<file path="src/hdl/md5sh_pkg.sv">
`timescale 1ns / 1ps
// ----------------------------------------------------------------------------
// MD5 stream hasher package
// Shared constants, control types and round tables of the MD5 compression.
// ----------------------------------------------------------------------------
package md5sh_pkg;

	localparam int unsigned BLK_WORDS = 16;
	localparam int unsigned BLK_AW    = $clog2(BLK_WORDS);
	localparam int unsigned WORD_W    = 32;
	localparam int unsigned CNT_W     = 61;

	localparam logic MODE_ABSORB = 1'b0;
	localparam logic MODE_FINISH = 1'b1;

	localparam logic [31:0] IV_A = 32'h67452301;
	localparam logic [31:0] IV_B = 32'hefcdab89;
	localparam logic [31:0] IV_C = 32'h98badcfe;
	localparam logic [31:0] IV_D = 32'h10325476;

	localparam logic [7:0]  PAD_BYTE   = 8'h80;
	localparam logic [5:0]  LAST_ROUND = 6'd63;

	typedef struct packed {
		logic start;
		logic init;
	} md5sh_ctl_t;

	function automatic logic [31:0] md5sh_k(input logic [5:0] r);
		logic [31:0] k;
		case (r)
			6'd0:  k = 32'hd76aa478;  6'd1:  k = 32'he8c7b756;
			6'd2:  k = 32'h242070db;  6'd3:  k = 32'hc1bdceee;
			6'd4:  k = 32'hf57c0faf;  6'd5:  k = 32'h4787c62a;
			6'd6:  k = 32'ha8304613;  6'd7:  k = 32'hfd469501;
			6'd8:  k = 32'h698098d8;  6'd9:  k = 32'h8b44f7af;
			6'd10: k = 32'hffff5bb1;  6'd11: k = 32'h895cd7be;
			6'd12: k = 32'h6b901122;  6'd13: k = 32'hfd987193;
			6'd14: k = 32'ha679438e;  6'd15: k = 32'h49b40821;
			6'd16: k = 32'hf61e2562;  6'd17: k = 32'hc040b340;
			6'd18: k = 32'h265e5a51;  6'd19: k = 32'he9b6c7aa;
			6'd20: k = 32'hd62f105d;  6'd21: k = 32'h02441453;
			6'd22: k = 32'hd8a1e681;  6'd23: k = 32'he7d3fbc8;
			6'd24: k = 32'h21e1cde6;  6'd25: k = 32'hc33707d6;
			6'd26: k = 32'hf4d50d87;  6'd27: k = 32'h455a14ed;
			6'd28: k = 32'ha9e3e905;  6'd29: k = 32'hfcefa3f8;
			6'd30: k = 32'h676f02d9;  6'd31: k = 32'h8d2a4c8a;
			6'd32: k = 32'hfffa3942;  6'd33: k = 32'h8771f681;
			6'd34: k = 32'h6d9d6122;  6'd35: k = 32'hfde5380c;
			6'd36: k = 32'ha4beea44;  6'd37: k = 32'h4bdecfa9;
			6'd38: k = 32'hf6bb4b60;  6'd39: k = 32'hbebfbc70;
			6'd40: k = 32'h289b7ec6;  6'd41: k = 32'heaa127fa;
			6'd42: k = 32'hd4ef3085;  6'd43: k = 32'h04881d05;
			6'd44: k = 32'hd9d4d039;  6'd45: k = 32'he6db99e5;
			6'd46: k = 32'h1fa27cf8;  6'd47: k = 32'hc4ac5665;
			6'd48: k = 32'hf4292244;  6'd49: k = 32'h432aff97;
			6'd50: k = 32'hab9423a7;  6'd51: k = 32'hfc93a039;
			6'd52: k = 32'h655b59c3;  6'd53: k = 32'h8f0ccc92;
			6'd54: k = 32'hffeff47d;  6'd55: k = 32'h85845dd1;
			6'd56: k = 32'h6fa87e4f;  6'd57: k = 32'hfe2ce6e0;
			6'd58: k = 32'ha3014314;  6'd59: k = 32'h4e0811a1;
			6'd60: k = 32'hf7537e82;  6'd61: k = 32'hbd3af235;
			6'd62: k = 32'h2ad7d2bb;  6'd63: k = 32'heb86d391;
			default: k = 32'h0;
		endcase
		return k;
	endfunction

	function automatic logic [4:0] md5sh_s(input logic [5:0] r);
		logic [4:0] s;
		case ({r[5:4], r[1:0]})
			4'd0:  s = 5'd7;   4'd1:  s = 5'd12;  4'd2:  s = 5'd17;  4'd3:  s = 5'd22;
			4'd4:  s = 5'd5;   4'd5:  s = 5'd9;   4'd6:  s = 5'd14;  4'd7:  s = 5'd20;
			4'd8:  s = 5'd4;   4'd9:  s = 5'd11;  4'd10: s = 5'd16;  4'd11: s = 5'd23;
			4'd12: s = 5'd6;   4'd13: s = 5'd10;  4'd14: s = 5'd15;  4'd15: s = 5'd21;
			default: s = 5'd0;
		endcase
		return s;
	endfunction

	// Message word index used by round r
	function automatic logic [BLK_AW-1:0] md5sh_g(input logic [5:0] r);
		logic [BLK_AW-1:0] lo;
		logic [BLK_AW-1:0] g;
		lo = r[BLK_AW-1:0];
		case (r[5:4])
			2'd0:    g = lo;
			2'd1:    g = BLK_AW'(5 * lo + 1);
			2'd2:    g = BLK_AW'(3 * lo + 5);
			default: g = BLK_AW'(7 * lo);
		endcase
		return g;
	endfunction

endpackage

</file>
<file path="src/hdl/md5sh_ram.sv">
`timescale 1ns / 1ps
// ----------------------------------------------------------------------------
// MD5 stream hasher generic RAM
// Simple dual-port memory, one write port, one registered read port.
// ----------------------------------------------------------------------------
module md5sh_ram #(
	parameter int unsigned WIDTH = 32,
	parameter int unsigned DEPTH = 16
) (
	input  logic                     clk,
	input  logic                     we,
	input  logic [$clog2(DEPTH)-1:0] waddr,
	input  logic [WIDTH-1:0]         wdata,
	input  logic [$clog2(DEPTH)-1:0] raddr,
	output logic [WIDTH-1:0]         rdata
);

	logic [WIDTH-1:0] mem_q [DEPTH];

	always_ff @(posedge clk) begin
		if (we) begin
			mem_q[waddr] <= wdata;
		end
		rdata <= mem_q[raddr];
	end

endmodule

</file>
<file path="src/hdl/md5sh_core.sv">
`timescale 1ns / 1ps
// ----------------------------------------------------------------------------
// MD5 stream hasher compression core
// One MD5 round per cycle over the block memory; holds the chaining words.
// ----------------------------------------------------------------------------
module md5sh_core import md5sh_pkg::*; (
	input  logic                   clk,
	input  logic                   arst_n,
	input  md5sh_ctl_t             ctl,
	output logic [BLK_AW-1:0]      raddr,
	input  logic [WORD_W-1:0]      rdata,
	output logic                   done,
	output logic [3:0][WORD_W-1:0] chain
);

	logic [3:0][WORD_W-1:0] chain_q;
	logic [WORD_W-1:0]      a_q, b_q, c_q, d_q;
	logic [5:0]             rc_q;
	logic                   busy_q;
	logic                   v_s1;
	logic [5:0]             r_s1;
	logic                   fin_s2;

	logic [WORD_W-1:0]      f;
	logic [WORD_W-1:0]      sum;
	logic [2*WORD_W-1:0]    rot2;
	logic [WORD_W-1:0]      b_nxt;

	assign raddr = md5sh_g(rc_q);
	assign done  = fin_s2;
	assign chain = chain_q;

	always_comb begin
		case (r_s1[5:4])
			2'd0:    f = (b_q & c_q) | (~b_q & d_q);
			2'd1:    f = (d_q & b_q) | (~d_q & c_q);
			2'd2:    f = b_q ^ c_q ^ d_q;
			default: f = c_q ^ (b_q | ~d_q);
		endcase
		sum   = a_q + f + md5sh_k(r_s1) + rdata;
		rot2  = {sum, sum} << md5sh_s(r_s1);
		b_nxt = b_q + rot2[2*WORD_W-1:WORD_W];
	end

	always_ff @(posedge clk or negedge arst_n) begin
		if (!arst_n) begin
			chain_q <= {IV_D, IV_C, IV_B, IV_A};
			busy_q  <= 1'b0;
			rc_q    <= '0;
			v_s1    <= 1'b0;
			r_s1    <= '0;
			fin_s2  <= 1'b0;
		end else begin
			v_s1   <= busy_q;
			r_s1   <= rc_q;
			fin_s2 <= v_s1 && (r_s1 == LAST_ROUND);
			if (ctl.start) begin
				busy_q <= 1'b1;
				rc_q   <= '0;
			end else if (busy_q) begin
				rc_q <= rc_q + 6'd1;
				if (rc_q == LAST_ROUND) begin
					busy_q <= 1'b0;
				end
			end
			if (ctl.init) begin
				chain_q <= {IV_D, IV_C, IV_B, IV_A};
			end else if (fin_s2) begin
				chain_q[0] <= chain_q[0] + a_q;
				chain_q[1] <= chain_q[1] + b_q;
				chain_q[2] <= chain_q[2] + c_q;
				chain_q[3] <= chain_q[3] + d_q;
			end
		end
	end

	always_ff @(posedge clk) begin
		if (ctl.start) begin
			a_q <= chain_q[0];
			b_q <= chain_q[1];
			c_q <= chain_q[2];
			d_q <= chain_q[3];
		end else if (v_s1) begin
			a_q <= d_q;
			d_q <= c_q;
			c_q <= b_q;
			b_q <= b_nxt;
		end
	end

endmodule

</file>
<file path="src/hdl/md5_stream_hasher.sv">
`timescale 1ns / 1ps
// ----------------------------------------------------------------------------
// MD5 stream hasher
// Absorbs message bytes into a 16-word block memory, pads on finish and
// emits the four digest words.
// A data byte is accepted while the hasher is idle; the 64th byte of a block
// starts a compression that holds the input stalled (one round per cycle,
// block memory read registered ahead of each round).
// Finish: up to 16 padding writes and a start, then a compression, twice
// when 56 or more bytes are held, then four digest words.
// Reset loads the MD5 initial chaining words and clears all counts; the
// block memory is not cleared.
// ----------------------------------------------------------------------------
module md5_stream_hasher import md5sh_pkg::*; (
	input  logic              clk,
	input  logic              arst_n,
	input  logic              in_valid,
	output logic              in_stall,
	input  logic              mode,
	input  logic [7:0]        data_byte,
	output logic              out_valid,
	input  logic              out_stall,
	output logic [WORD_W-1:0] digest_word,
	output logic [1:0]        word_index,
	output logic              last
);

	typedef enum logic [3:0] {
		ST_IDLE = 4'b0001,
		ST_PAD  = 4'b0010,
		ST_HASH = 4'b0100,
		ST_EMIT = 4'b1000
	} st_t;

	st_t                    state_q;
	logic [5:0]             fill_q;
	logic [CNT_W-1:0]       count_q;
	logic [WORD_W-1:0]      acc_q;
	logic [BLK_AW:0]        wp_q;
	logic                   len_q;
	logic                   fin_q;
	logic [1:0]             oi_q;

	md5sh_ctl_t             ctl;
	logic                   done;
	logic [3:0][WORD_W-1:0] chain;
	logic [BLK_AW-1:0]      raddr;
	logic [WORD_W-1:0]      rdata;
	logic                   we;
	logic [BLK_AW-1:0]      waddr;
	logic [WORD_W-1:0]      wdata;

	logic                   in_acc;
	logic                   out_acc;
	logic [WORD_W-1:0]      acc_nxt;
	logic [WORD_W-1:0]      pad_word;
	logic [63:0]            bit_len;
	logic [BLK_AW-1:0]      idx;

	assign in_stall    = (state_q != ST_IDLE);
	assign in_acc      = in_valid && !in_stall;
	assign out_valid   = (state_q == ST_EMIT);
	assign out_acc     = out_valid && !out_stall;
	assign digest_word = chain[oi_q];
	assign word_index  = oi_q;
	assign last        = (oi_q == 2'd3);
	assign bit_len     = {count_q, 3'b000};
	assign idx         = fill_q[5:2];

	always_comb begin
		acc_nxt = acc_q;
		acc_nxt[8*fill_q[1:0] +: 8] = data_byte;
		for (int i = 0; i < 4; i++) begin
			if (2'(i) < fill_q[1:0]) begin
				pad_word[8*i +: 8] = acc_q[8*i +: 8];
			end else if (2'(i) == fill_q[1:0]) begin
				pad_word[8*i +: 8] = PAD_BYTE;
			end else begin
				pad_word[8*i +: 8] = 8'h00;
			end
		end
	end

	always_comb begin
		we        = 1'b0;
		waddr     = idx;
		wdata     = acc_nxt;
		ctl.start = 1'b0;
		ctl.init  = 1'b0;
		unique case (state_q)
			ST_IDLE: begin
				if (in_acc && mode == MODE_ABSORB) begin
					we        = (fill_q[1:0] == 2'd3);
					ctl.start = (fill_q == 6'd63);
				end else if (in_acc) begin
					we    = 1'b1;
					wdata = pad_word;
				end
			end
			ST_PAD: begin
				waddr = wp_q[BLK_AW-1:0];
				if (wp_q[BLK_AW]) begin
					ctl.start = 1'b1;
				end else begin
					we = 1'b1;
					if (len_q && wp_q[BLK_AW-1:0] == BLK_AW'(BLK_WORDS - 2)) begin
						wdata = bit_len[31:0];
					end else if (len_q && wp_q[BLK_AW-1:0] == BLK_AW'(BLK_WORDS - 1)) begin
						wdata = bit_len[63:32];
					end else begin
						wdata = '0;
					end
				end
			end
			ST_HASH: begin
			end
			ST_EMIT: begin
				ctl.init = out_acc && (oi_q == 2'd3);
			end
			default: begin
			end
		endcase
	end

	always_ff @(posedge clk or negedge arst_n) begin
		if (!arst_n) begin
			state_q <= ST_IDLE;
			fill_q  <= '0;
			count_q <= '0;
			wp_q    <= '0;
			len_q   <= 1'b0;
			fin_q   <= 1'b0;
			oi_q    <= '0;
		end else begin
			unique case (state_q)
				ST_IDLE: begin
					if (in_acc && mode == MODE_ABSORB) begin
						fill_q  <= fill_q + 6'd1;
						count_q <= count_q + CNT_W'(1);
						if (fill_q == 6'd63) begin
							fin_q   <= 1'b0;
							state_q <= ST_HASH;
						end
					end else if (in_acc) begin
						wp_q    <= {1'b0, idx} + (BLK_AW+1)'(1);
						len_q   <= (idx < BLK_AW'(BLK_WORDS - 2));
						fin_q   <= 1'b1;
						state_q <= ST_PAD;
					end
				end
				ST_PAD: begin
					wp_q <= wp_q + (BLK_AW+1)'(1);
					if (wp_q[BLK_AW]) begin
						state_q <= ST_HASH;
					end
				end
				ST_HASH: begin
					if (done) begin
						if (!fin_q) begin
							state_q <= ST_IDLE;
						end else if (!len_q) begin
							wp_q    <= '0;
							len_q   <= 1'b1;
							state_q <= ST_PAD;
						end else begin
							oi_q    <= '0;
							state_q <= ST_EMIT;
						end
					end
				end
				ST_EMIT: begin
					if (out_acc) begin
						oi_q <= oi_q + 2'd1;
						if (oi_q == 2'd3) begin
							fill_q  <= '0;
							count_q <= '0;
							state_q <= ST_IDLE;
						end
					end
				end
				default: begin
					state_q <= ST_IDLE;
				end
			endcase
		end
	end

	// Gather bytes of the current word
	always_ff @(posedge clk) begin
		if (in_acc && mode == MODE_ABSORB) begin
			acc_q <= acc_nxt;
		end
	end

	md5sh_ram #(
		.WIDTH (WORD_W),
		.DEPTH (BLK_WORDS)
	) u_blk_ram (
		.clk   (clk),
		.we    (we),
		.waddr (waddr),
		.wdata (wdata),
		.raddr (raddr),
		.rdata (rdata)
	);

	md5sh_core u_core (
		.clk    (clk),
		.arst_n (arst_n),
		.ctl    (ctl),
		.raddr  (raddr),
		.rdata  (rdata),
		.done   (done),
		.chain  (chain)
	);

endmodule
</file>
<file path="config.mk">
export PLATFORM = sky130hd
export DESIGN_NAME = md5_stream_hasher
export DESIGN_NICKNAME = d
export VERILOG_FILES = /design/src/hdl/md5sh_pkg.sv /design/src/hdl/md5sh_ram.sv /design/src/hdl/md5sh_core.sv /design/src/hdl/md5_stream_hasher.sv
export SDC_FILE = /design/constraint.sdc
export NUM_CORES = 2
export LEC_CHECK = 0
export ABC_AREA = 1
export ABC_CLOCK_PERIOD_IN_PS = 6900
export BUFFER_PORTS_ARGS = -buffer_cell sky130_fd_sc_hd__clkbuf_2
export CAP_MARGIN = 20
export CORE_ASPECT_RATIO = 0.75
export CORE_MARGIN = 2
export CORE_UTILIZATION = 35
export CTS_CLUSTER_DIAMETER = 100
export DETAILED_ROUTE_END_ITERATION = 10
export PLACE_DENSITY_LB_ADDON = 0.12
export SLEW_MARGIN = 10
export SYNTH_ARGS = -nofsm -noshare
export SYNTH_HDL_FRONTEND = slang
export SYNTH_HIERARCHICAL = 1
export SYNTH_SLANG_ARGS = --single-unit
</file>
<file path="constraint.sdc">
create_clock -name clk -period 6.9 [get_ports clk]
set_clock_uncertainty 0.2 [all_clocks]
set_input_delay 0 -clock clk [delete_from_list [all_inputs] [get_ports clk]]
set_output_delay 0 -clock clk [all_outputs]
set_load 0.02 [all_outputs]
</file>
==> summary.txt <==
Yosys
  • Top FF cell, synth: edfxtp_1
  • #FFs+latches synth: 927
  • Area contributors post-synth: edfxtp_1 34%, nand2_1 12%, inv_1 7.0%
  • Synth unique cells: roughly 80
  • Post-synth top area share: 33.6%
  • Syn_area_per_cell: 7.87 um2
  • Number of flops mapped to enable cells by yosys: between 600 and 700
  • Sequential share of the synthesized area: between 40% and 50%
  • Syn nets: 7932
  • Async SR Flop Fraction: 24.1%
  • Post-Syn Area: 0.0600 mm2
  • Synth warn: 6
  • Synth area leader: edfxtp_1
  • Synth Instances: about 7600

Die
  • Io pins: 50
  • Die Wd: approximately 480 um
  • Die Footprint: 0.175 mm2
  • Starting Density: 35.3%
  • Die Y: ~360 um
  • FP Rows: 131
  • Placeable core region: approximately 0.17 mm2

Worst setup path
  • Crit-path most repeated cell: buf_4
  • CP bufs+invs: 11
  • Max stage delay on crit path: 0.41 ns
  • Worst path slowest cell: dfrtp_2
  • Crit path launch type: flop
  • Worst setup startpoint: u_core/r_s1[0]$_DFF_PN0_
  • R2r worst-path depth: 42
  • Worst setup path end: u_core/b_q[31]$_DFFE_PP_
  • CP top delay family: simple AND/OR/NAND/NOR gates
  • R2R setup slack: -0.41 ns
  • CP Capture Type: flop
  • CP required: 7.19 ns
  • Reg-to-reg startpoint: u_core/r_s1[0]$_DFF_PN0_
  • Worst setup path class: reg2reg
  • Crit. path cell count: 42
  • Maximum fanout along the worst path: 5
  • Arrival @ worst endpoint: 7.60 ns
  • Reg-to-Reg End: u_core/b_q[31]$_DFFE_PP_

Final layout
  • Max reg flops: 512
  • Fin nets: 8815
  • Largest Register: u_blk_ram/mem_q
  • Area Overhead vs Synth: 28.9%
  • Final Util: 45.4%
  • Share of cells above drive strength 1: 23.4%

Min path
  • Hold Crit Class: in2reg

Clock network
  • Clk slew on worst S/H paths: about 0.060 ns
  • Clock sinks: 927
  • Root buffer cell: clkbuf_16
  • CTS tree: built
  • Clk Latency, worst-skew pair: 0.76 ns
  • Max clock buf depth: 3
  • H-tree depth: 3
  • Cts bufs inserted: 106

Placement
  • PortBufs: around 50
  • Final GP Congestion: 0.984
  • Hpwl dp: about 190 mm

Route
  • DR DRC count: 0
  • Number of DRC markers in iteration 0: between 6000 and 7000
  • Post-DRT Antenna Nets: 0
  • Drt wl/cell: 24.3 um
  • Via/cell ratio: 5.30
  • Via count: just under 60000
  • Final WL: 264 mm
  • First-pass DRT Iterations: 6

STA
  • Unrepaired setup endpoints after global routing: yes
  • Hold Fails Final Rpt: 0
  • Worst-Margin Slew: 1.17 ns
  • Max Slew Vio Count: 0
  • Period minus WS final: approximately 7.3 ns
  • Endpoints failing setup: 20
  • Max frequency: 0.137 GHz
  • Max-slew headroom: about 22%
  • Final Cycle Share: 106%
  • Final WS setup: -0.408 ns

Global routing
  • GRT busiest layer: met1
  • GRT Util Overall: between 20% and 30%
  • Grt total ovfl: 0
  • Met2 Track Usage GR: between 30% and 40%
  • GR Util met1: 47.4%
  • Global-route wire length before repair: 380 mm
  • Vias in the first global route: 54000
  • Met3 track demand over resource: about 6.0%
  • Pin count of the biggest net entering global routing: 148
  • Initial antenna violation count: 18

Run status
  • Violated checks: negative setup slack
  • Outcome: complete, but fails checks

Flow run
  • Max-cap viol count: 0
[cell usage after synthesis, drive strengths merged (15+ instances only)]
| cell | number |
|---|---|
| a21o | 15 |
| a21oi | 413 |
| a221oi | 20 |
| a31oi | 31 |
| buf | 150 |
| clkbuf | 131 |
| dfrtp | 158 |
| dfstp | 65 |
| dfxtp | 32 |
| edfxtp | 672 |
| fa | 69 |
| ha | 222 |
| inv | 1148 |
| nand2 | 1999 |
| nand3 | 851 |
| nand4 | 53 |
| nor2 | 497 |
| nor3 | 73 |
| nor4 | 19 |
| o211ai | 40 |
| o21a | 18 |
| o21ai | 549 |
| o21bai | 16 |
| o221ai | 17 |
| o22ai | 123 |
| o31ai | 34 |
| or2 | 35 |
| xnor2 | 34 |
| xor2 | 56 |
[worst min-delay path by stage]
stage	startpoint	endpoint	slack, ns	depth (start not counted)
2_1_floorplan	arst_n	count_q[0]$_DFFE_PN0P_	-0.50	0
3_3_place_gp	arst_n	u_core/chain[36]$_DFFE_PN0P_	-0.13	1
3_5_place_dp	arst_n	u_core/chain[36]$_DFFE_PN0P_	-0.12	1
4_1_cts	data_byte[4]	acc_q[20]$_DFFE_PP_	0.03	4
5_1_grt	data_byte[4]	acc_q[20]$_DFFE_PP_	0.08	4
6_report	out_stall	state_q[3]$_DFFE_PN0P_	0.09	5
[per-layer routing]
| metal | share of wire (%) | wire length (um) | up-vias |
|---|---|---|---|
| met5 | 0.0053 | 14 | - |
| met1 | 50 | 131000 | 28000 |
| met4 | 2.2 | 5740 | 4 |
| li1 | - | - | 27200 |
| met3 | 9.2 | 24200 | 257 |
| met2 | 39 | 103000 | 2117 |
[per-stage QoR]
stage          instance area (um2)  std cells  setup WS, ns  setup TNS [ns]  hold WS, ns
6_report                     77300      10900        -0.408           -5.86       0.0855
5_1_grt                      77300      10900        -0.680          -11.58       0.0844
4_1_cts                      75700      10800        -0.317           -3.03       0.0305
3_5_place_dp                 69000      10600         -1.34          -27.95       -0.122
3_3_place_gp                 69000      10600         -1.37          -28.00       -0.130
2_1_floorplan                60000       7628        0.0537               0       -0.496
[repair_timing]
item	in CTS	in global routing
buffers inserted	56	31
endpoints found under the setup margin	28	26
hold buffers	16	0
pin swaps	150	179
gates cloned	4	1
gates resized for setup	565	345
hold endpoints to repair	404	0
[worst min-delay path: cells and delay by family]
family / cells / cell delay (ns)
buffers and inverters: 3 / 0.75
AO/OA/AOI/OAI: 2 / 0.24
[kinds of logic (layout without fill, tap and decap cells)]
logic type	count (synthesis)	after routing	synth area share (%)
other cells	0	8	0
buf+inv	1434	2410	9.72
xor+xnor	90	90	1.31
compound gates	1337	1337	12.8
simple gates	3548	3548	25.1
fa+ha+maj	291	291	6.93
mux	1	1	0.0167
flops	927	927	44.1
[cell usage in the layout, fill, tap and decap left out, types with 52 or more instances in the layout]
| cell | instances |
|---|---|
| inv_1 | 1076 |
| edfxtp_1 | 672 |
| xor2_1 | 52 |
| dfstp_2 | 65 |
| clkbuf_16 | 108 |
| nand3_1 | 737 |
| ha_1 | 167 |
| nand2_1 | 1860 |
| dfrtp_1 | 152 |
| o21ai_0 | 420 |
| fa_1 | 62 |
| buf_4 | 903 |
| nand4_1 | 52 |
| nor3_1 | 60 |
| nand2_2 | 89 |
| o21ai_1 | 71 |
| nand3_2 | 92 |
| inv_2 | 59 |
| nor2_1 | 412 |
| a21oi_1 | 338 |
| o22ai_1 | 120 |
[final cells by class]
class	count	area, um2
clock buffer	145	2930
clock inverter	56	601
multi-input combinational	5267	31500
fill	17100	92800
inverter	1153	4370
sequential	927	26500
antenna	8	20.0
timing repair buffer	1056	8590
tap	2261	2830
Power is not shown: default switching activity piles up to over one toggle a cycle in this logic, so the estimate is an artifact.
